===== src/sv/sapq_pkg.sv =====
// Shared constants and controller/datapath interface types for the priority queue.
`timescale 1ns / 1ps

package sapq_pkg;

    localparam int VALUE_W       = 32;
    localparam int PRIO_W        = 16;
    localparam int STATUS_W      = 2;
    localparam int FILL_W        = 5;
    localparam int CAP_W         = 5;
    localparam int DEPTH_DEFAULT = 16;

    localparam logic [CAP_W-1:0] CAP_RESET = CAP_W'(16);

    // Request codes on func
    localparam logic FUNC_ENQ = 1'b0;
    localparam logic FUNC_DEQ = 1'b1;

    // Result status codes
    localparam logic [STATUS_W-1:0] ST_DONE  = 2'd0;
    localparam logic [STATUS_W-1:0] ST_FULL  = 2'd1;
    localparam logic [STATUS_W-1:0] ST_EMPTY = 2'd2;

    // Controller to datapath
    typedef struct packed {
        logic                load;
        logic                insert;
        logic                remove;
        logic                finish;
        logic [STATUS_W-1:0] code;
    } cmd_t;

    // Datapath to controller
    typedef struct packed {
        logic req_deq;
        logic empty;
        logic full;
    } sts_t;

endpackage


===== src/sv/sapq_ctrl.sv =====
// Controller state machine: accepts a request and issues the operation for it.
`timescale 1ns / 1ps

module sapq_ctrl
(
    input  logic            clk,
    input  logic            rst_n,
    input  logic            start,
    output logic            busy,
    input  sapq_pkg::sts_t  sts,
    output sapq_pkg::cmd_t  cmd
);
    import sapq_pkg::*;

    typedef enum logic {
        S_IDLE,
        S_RUN
    } state_t;

    state_t state_reg;
    state_t state_next;
    logic   busy_reg;
    logic   busy_next;

    always_comb
    begin
        state_next = state_reg;
        busy_next  = busy_reg;
        cmd        = '0;
        cmd.code   = ST_DONE;
        unique case (state_reg)
            S_IDLE:
            begin
                if (start)
                begin
                    cmd.load   = 1'b1;
                    state_next = S_RUN;
                    busy_next  = 1'b1;
                end
            end
            S_RUN:
            begin
                cmd.finish = 1'b1;
                if (sts.req_deq == FUNC_DEQ)
                begin
                    if (sts.empty)
                        cmd.code = ST_EMPTY;
                    else
                        cmd.remove = 1'b1;
                end
                else
                begin
                    if (sts.full)
                        cmd.code = ST_FULL;
                    else
                        cmd.insert = 1'b1;
                end
                state_next = S_IDLE;
                busy_next  = 1'b0;
            end
            default:
            begin
                state_next = S_IDLE;
                busy_next  = 1'b0;
            end
        endcase
    end

    always_ff @(posedge clk or negedge rst_n)
    begin
        if (!rst_n)
        begin
            state_reg <= S_IDLE;
            busy_reg  <= 1'b0;
        end
        else
        begin
            state_reg <= state_next;
            busy_reg  <= busy_next;
        end
    end

    assign busy = busy_reg;

endmodule


===== src/sv/sapq_dp.sv =====
// Datapath: row of entry cells kept in descending priority order, count and result registers.
`timescale 1ns / 1ps

module sapq_dp
#(
    parameter int DEPTH = sapq_pkg::DEPTH_DEFAULT
)
(
    input  logic                                   clk,
    input  logic                                   rst_n,
    input  sapq_pkg::cmd_t                         cmd,
    output sapq_pkg::sts_t                         sts,
    input  logic                                   cfg_we,
    input  logic [sapq_pkg::CAP_W-1:0]             cfg_data,
    input  logic                                   func,
    input  logic signed [sapq_pkg::VALUE_W-1:0]    item_value,
    input  logic [sapq_pkg::PRIO_W-1:0]            item_priority,
    output logic                                   done,
    output logic signed [sapq_pkg::VALUE_W-1:0]    out_value,
    output logic [sapq_pkg::PRIO_W-1:0]            out_priority,
    output logic [sapq_pkg::STATUS_W-1:0]          status,
    output logic [sapq_pkg::FILL_W-1:0]            fill_count
);
    import sapq_pkg::*;

    localparam int CNT_W = $clog2(DEPTH + 1);
    localparam int LIM_W = (CNT_W > CAP_W) ? CNT_W : CAP_W;

    // Cell 0 holds the highest priority; equal priorities keep arrival order.
    logic [VALUE_W-1:0]  entry_value_reg  [DEPTH];
    logic [VALUE_W-1:0]  entry_value_next [DEPTH];
    logic [PRIO_W-1:0]   entry_prio_reg   [DEPTH];
    logic [PRIO_W-1:0]   entry_prio_next  [DEPTH];

    logic [CNT_W-1:0]    count_reg;
    logic [CNT_W-1:0]    count_next;
    logic [CAP_W-1:0]    capacity_reg;

    logic                req_func_reg;
    logic [VALUE_W-1:0]  req_value_reg;
    logic [PRIO_W-1:0]   req_prio_reg;

    logic                done_reg;
    logic [VALUE_W-1:0]  out_value_reg;
    logic [PRIO_W-1:0]   out_prio_reg;
    logic [STATUS_W-1:0] status_reg;
    logic [FILL_W-1:0]   fill_reg;

    logic [DEPTH-1:0]    cell_valid;
    logic [DEPTH-1:0]    cell_lt;
    logic [DEPTH-1:0]    prev_lt;
    logic [LIM_W-1:0]    limit;

    always_comb
    begin
        if (LIM_W'(capacity_reg) < LIM_W'(DEPTH))
            limit = LIM_W'(capacity_reg);
        else
            limit = LIM_W'(DEPTH);
    end

    assign sts.req_deq = req_func_reg;
    assign sts.empty   = (count_reg == '0);
    assign sts.full    = (LIM_W'(count_reg) >= limit);

    // Per-cell compare against the pending priority
    always_comb
    begin
        for (int i = 0; i < DEPTH; i++)
        begin
            cell_valid[i] = (CNT_W'(i) < count_reg);
            cell_lt[i]    = cell_valid[i] && (entry_prio_reg[i] < req_prio_reg);
        end
        prev_lt[0] = 1'b0;
        for (int i = 1; i < DEPTH; i++)
            prev_lt[i] = cell_lt[i-1];
    end

    always_comb
    begin
        for (int i = 0; i < DEPTH; i++)
        begin
            entry_value_next[i] = entry_value_reg[i];
            entry_prio_next[i]  = entry_prio_reg[i];
        end
        count_next = count_reg;

        if (cmd.insert)
        begin
            // Open a slot above the first lower-priority cell, push the rest down.
            entry_value_next[0] = (cell_lt[0] || !cell_valid[0]) ? req_value_reg
                                                                 : entry_value_reg[0];
            entry_prio_next[0]  = (cell_lt[0] || !cell_valid[0]) ? req_prio_reg
                                                                 : entry_prio_reg[0];
            for (int i = 1; i < DEPTH; i++)
            begin
                if (prev_lt[i])
                begin
                    entry_value_next[i] = entry_value_reg[i-1];
                    entry_prio_next[i]  = entry_prio_reg[i-1];
                end
                else if (cell_lt[i] || !cell_valid[i])
                begin
                    entry_value_next[i] = req_value_reg;
                    entry_prio_next[i]  = req_prio_reg;
                end
            end
            count_next = count_reg + CNT_W'(1);
        end
        else if (cmd.remove)
        begin
            // Advance every cell one place towards the head.
            for (int i = 0; i < DEPTH - 1; i++)
            begin
                entry_value_next[i] = entry_value_reg[i+1];
                entry_prio_next[i]  = entry_prio_reg[i+1];
            end
            count_next = count_reg - CNT_W'(1);
        end
    end

    always_ff @(posedge clk)
    begin
        for (int i = 0; i < DEPTH; i++)
        begin
            entry_value_reg[i] <= entry_value_next[i];
            entry_prio_reg[i]  <= entry_prio_next[i];
        end
        if (cmd.load)
        begin
            req_func_reg  <= func;
            req_value_reg <= item_value;
            req_prio_reg  <= item_priority;
        end
        if (cmd.finish)
        begin
            out_value_reg <= cmd.remove ? entry_value_reg[0] : '0;
            out_prio_reg  <= cmd.remove ? entry_prio_reg[0] : '0;
            status_reg    <= cmd.code;
            fill_reg      <= FILL_W'(count_next);
        end
    end

    always_ff @(posedge clk or negedge rst_n)
    begin
        if (!rst_n)
        begin
            count_reg    <= '0;
            capacity_reg <= CAP_RESET;
            done_reg     <= 1'b0;
        end
        else
        begin
            count_reg <= count_next;
            done_reg  <= cmd.finish;
            if (cfg_we)
                capacity_reg <= cfg_data;
        end
    end

    assign done         = done_reg;
    assign out_value    = out_value_reg;
    assign out_priority = out_prio_reg;
    assign status       = status_reg;
    assign fill_count   = fill_reg;

endmodule


===== src/sv/sorted_array_priority_queue.sv =====
// Top level of the sorted-array priority queue: controller plus entry datapath.
// A transaction taken with start high and busy low goes into the request registers and is
//   decided in the run state; its result is registered onto the result ports, marked by
//   done for exactly one cycle. Busy is high while the controller runs the insert or remove
//   across the whole cell row, so no new transaction is taken until the last is decided.
// Asynchronous reset: queue empty, capacity 16, no result pending; receiver cannot stall.
`timescale 1ns / 1ps

module sorted_array_priority_queue
#(
    parameter int DEPTH = sapq_pkg::DEPTH_DEFAULT
)
(
    input  logic                                   clk,
    input  logic                                   rst_n,
    input  logic                                   start,
    output logic                                   busy,
    input  logic                                   func,
    input  logic signed [sapq_pkg::VALUE_W-1:0]    item_value,
    input  logic [sapq_pkg::PRIO_W-1:0]            item_priority,
    input  logic                                   cfg_we,
    input  logic [sapq_pkg::CAP_W-1:0]             cfg_data,
    output logic                                   done,
    output logic signed [sapq_pkg::VALUE_W-1:0]    out_value,
    output logic [sapq_pkg::PRIO_W-1:0]            out_priority,
    output logic [sapq_pkg::STATUS_W-1:0]          status,
    output logic [sapq_pkg::FILL_W-1:0]            fill_count
);
    import sapq_pkg::*;

    // Command and status between the state machine and the cell row
    cmd_t cmd;
    sts_t sts;

    // Controller: take a transaction when idle, then decide in the next cycle whether it
    // inserts, removes, or is dropped as full or empty.
    sapq_ctrl u_ctrl
    (
        .clk   (clk),
        .rst_n (rst_n),
        .start (start),
        .busy  (busy),
        .sts   (sts),
        .cmd   (cmd)
    );

    // Datapath: the entries sit in a row of cells sorted by descending priority, so a
    // remove always takes cell 0 and shifts the row up; an insert compares every cell in
    // parallel and pushes the lower-priority tail down by one place.
    sapq_dp
    #(
        .DEPTH (DEPTH)
    )
    u_dp
    (
        .clk           (clk),
        .rst_n         (rst_n),
        .cmd           (cmd),
        .sts           (sts),
        .cfg_we        (cfg_we),
        .cfg_data      (cfg_data),
        .func          (func),
        .item_value    (item_value),
        .item_priority (item_priority),
        .done          (done),
        .out_value     (out_value),
        .out_priority  (out_priority),
        .status        (status),
        .fill_count    (fill_count)
    );

endmodule


===== config.mk =====
export PLATFORM = sky130hd
export DESIGN_NAME = sorted_array_priority_queue
export DESIGN_NICKNAME = d
export VERILOG_FILES = /design/src/sv/sapq_pkg.sv /design/src/sv/sapq_ctrl.sv /design/src/sv/sapq_dp.sv /design/src/sv/sorted_array_priority_queue.sv
export SDC_FILE = /design/constraint.sdc
export NUM_CORES = 2
export LEC_CHECK = 0
export BUFFER_PORTS_ARGS = -buffer_cell sky130_fd_sc_hd__buf_4
export CORE_MARGIN = 10
export CORE_UTILIZATION = 48
export DETAILED_ROUTE_END_ITERATION = 8
export PLACE_DENSITY = 0.74
export SYNTH_ARGS = -nofsm -noshare
export SYNTH_HDL_FRONTEND = slang
export SYNTH_HIERARCHICAL = 1
export SYNTH_SLANG_ARGS = --single-unit

===== constraint.sdc =====
create_clock -name clk -period 5.9 [get_ports clk]
set_clock_uncertainty 0.2 [all_clocks]
set_input_delay 1.18 -clock clk [delete_from_list [all_inputs] [get_ports clk]]
set_output_delay 1.18 -clock clk [all_outputs]
set_load 0.05 [all_outputs]

==> parameters.txt <==
Parameter                              Value

Critical path
  Endpoint kind of the worst setup timing path    flip-flop
  Slowest cell on the critical path    sky130_fd_sc_hd__edfxtp_1
  Critical path fanouts, max    31
  Required time reported for the critical path endpoint    6.01 ns
  Category of the most critical setup path    flip-flop to flip-flop
  Critical path cell sequence    inv_1, buf_4, ha_1, a21oi_1, o21ai_0, a221oi_1, a21oi_1, a21oi_4, buf_4
  Arr. time, crit path    4.79 ns
  Startpoint Class    flip-flop
  Slowest stage delay, CP    0.75 ns

Place
  Detail Placement HPWL    roughly 90000 um
  Placed Cells    5524
  Area post-placement    0.0508 mm^2
  Quantity of I/O buffers inserted on ports    114
  Placer's final routability congestion estimate    between 0.9 and 1
  Worst setup slack before clock tree synthesis    1.36 ns

Global routing
  Pin count of the biggest net entering global routing    260
  First-pass GRT wire length    219000 um
  Number of antenna violations at the first check in global routing    3
  Via count of the first global-routing pass    ~35000
  Tot GR Track Use    0.252
  Leftover overflow at the end of global routing    0

Floorplanning
  Overall die height    roughly 340 um
  Boundary Pins    about 120
  Initial cell density of the core    0.483
  Core Rows    between 100 and 150
  Die W    between 300 and 400 um
  Core region area    0.100 mm^2
  Total Die Area    approximately 0.11 mm^2

STA
  Max-slew violation total from the final report    0
  Worst setup margin    1.22 ns
  Final hold vios    0
  Count of final setup violators    0
  Unrepaired setup endpoints after global routing    false
  Tightest Pin Transition    1.23 ns
  Fin Setup TNS    0 ns
  Worst hold margin    0.132 ns
  Final period utilization    0.793
  Slew headroom    0.181
  Final worst path period need    roughly 4.7 ns
  Timing-limited maximum frequency    approximately 210 MHz

Yosys
  Number of synthesized flops with an enable pin    a little under 900
  Async SR Flop Fraction    0.0147
  Count of warnings emitted by yosys    6
  Post-Synthesis Net Count    4667
  Synth Area per Inst    11.1 um^2
  Netlist cell types    a little over 60
  Synthesized cell area    roughly 0.048 mm^2
  Share of synthesized area occupied by flip-flops and latches    0.549
  Flops & latches, synth    885
  Post-synth top flop    sky130_fd_sc_hd__edfxtp_1
  Cell count after synthesis    4360

Power
  Sequential share of power    0.394
  Switching Power    approximately 9.4 mW
  Switching share of power    0.381
  Logic pwr share    0.353
  Total chip power    24.7 mW
  Power density normalized to cell area    457 mW/mm^2
  Cell-internal power    15.3 mW
  IR Drop Worst-Case VDD    0.624 mV
  Static leakage    roughly 22 nW
  Part of the power in the clock network    0.253

Routing
  Number of design-rule violations left by the first detailed-router iteration    4498
  Length of the first detailed-routing pass in iterations    6
  Antenna Violating Nets Remaining    0
  Drc violations    0
  Via density    6.41
  Post-detailed-route wirelength per cell    25.8 um
  Vias    36600
  Total wirelength of the detailed-routed design    ~150000 um

Clock tree
  Post-CTS setup-driven buffer insertion count    0
  Clock latency at the later pin of the worst-skew pair    0.69 ns
  Hold-fix buffer count after cts    0
  Count of cells resized by post-cts repair    0
  Clock tree buffer depth    3
  Total CTS buffers    96
  Root buffer cell    sky130_fd_sc_hd__clkbuf_16
  CTS Sinks    885
  CTS tree    yes
  Level count of the clock H-tree    3
  Post-CTS clock slew at the launch and capture registers of the worst setup and hold paths    0.06 ns

Worst hold path
  Hold crit path type    primary input to asynchronous set/reset pin

Cells and area
  Max FFs per register    512
  Ratio of cells with drive above 1 in the final layout    0.105
  Nets    4631
  Utilization after layout    0.540
  Most common library cell in the layout ignoring fill and taps    sky130_fd_sc_hd__edfxtp_1
  Area grow syn2layout    11.9%
  Fill cells    between 8000 and 9000
  Post-Layout Cell Count    5701
  Inserted Diodes    0
  Commonest non-fill, non-tap cells in the layout    sky130_fd_sc_hd__edfxtp_1 (872), sky130_fd_sc_hd__a21oi_1 (523), sky130_fd_sc_hd__nor2_1 (509), sky130_fd_sc_hd__mux2i_1 (423), sky130_fd_sc_hd__inv_1 (269)
  Final instance area    around 0.054 mm^2

Job
  Max cap viols    0

Outcome
  Run status    finished clean
-- synth_stat cells, drive strengths merged, types with 3 or more instances --
cell type	count	area share
and3	4	0.00052
a41oi	7	0.0013
o21a	6	0.00093
clkbuf	289	0.022
dfrtp	12	0.0062
o211ai	4	0.00062
nor2b	11	0.0014
or3	3	0.00049
a211o	5	0.00091
mux2	52	0.014
a31oi	62	0.0080
o21bai	47	0.0073
nor3	26	0.0027
buf	64	0.0070
nand4	119	0.015
o21ai	165	0.017
nor4	3	0.00039
a21o	8	0.0012
a221oi	6	0.0011
xor2	3	0.00054
ha	249	0.065
o221ai	192	0.035
a211oi	11	0.0017
and2	54	0.0070
mux2i	423	0.088
nand2b	13	0.0017
inv	269	0.021
a221o	12	0.0025
a21oi	528	0.055
nand2	187	0.015
and4	3	0.00054
edfxtp	872	0.54
o21ba	3	0.00062
nand3	110	0.011
nor2	512	0.040
a2111o	6	0.0014
-- power by group through the flow --
| stage | Clock, mW | Sequential [mW] | Combinational, mW |
|---|---|---|---|
| 3_3_place_gp | 0 | 9.77 | 8.24 |
| 5_1_grt | 6.56 | 9.83 | 9.23 |
| 6_report | 6.25 | 9.73 | 8.71 |
| 3_5_place_dp | 0 | 9.78 | 8.46 |
| 2_1_floorplan | 0 | 9.53 | 5.63 |
| 4_1_cts | 6.32 | 9.68 | 8.48 |
-- final timing paths --
check / start / endpoint / slack, ns / cells past startpoint
setup / recovery: u_dp/req_prio_reg[13] / u_dp/entry_value_reg[0][213] / 1.22 / 9
hold / removal: rst_n / u_ctrl/busy / 0.13 / 1
setup reg to reg: u_dp/req_prio_reg[13] / u_dp/entry_value_reg[0][213] / 1.22 / 9
hold reg to reg: u_ctrl/busy / u_ctrl/busy / 0.30 / 1
max in group asynchronous: rst_n / u_dp/capacity_reg[4] / 5.12 / 1
min in group clk: u_ctrl/busy / u_ctrl/busy / 0.30 / 1
-- per-layer routing --
| metal | track usage | share of wire | up-vias |
|---|---|---|---|
| li1 | - | - | 16300 |
| met1 | 0.339 | 0.39 | 17600 |
| met2 | 0.380 | 0.44 | 2290 |
| met3 | 0.0665 | 0.13 | 383 |
| met4 | 0.112 | 0.045 | 0 |
| met5 | 0 | 0 | - |
-- critical path: cells and delay by family, from the launching register on --
family | cells | cell delay (ns)
AOI/OAI and AO/OA | 5 | 1.68
adders and majority gates | 1 | 0.30
buffers and inverters | 3 | 1.35
DFF | 1 | 0.75
-- logic make-up after synthesis --
kind of cell / Yosys count / synth area share
multiplexers: 475 / 0.101
XOR/XNOR: 4 / 0.000726
AO/OA/AOI/OAI: 1074 / 0.137
buffers and inverters: 622 / 0.0504
flip-flops: 885 / 0.549
adder cells (fa/ha/maj): 249 / 0.0645
AND/OR/NAND/NOR: 1051 / 0.0971
-- area by class of cell --
cell class,count,area (um^2),area share
sequential,885,26500,0.491
multi-input combinational,2853,19800,0.366
clock buffer,114,2500,0.0463
timing repair buffer,219,1880,0.0348
tap,1298,1620,0.0301
inverter,269,1010,0.0187
clock inverter,63,743,0.0138
Note: power is estimated with default switching activity, not from simulation.
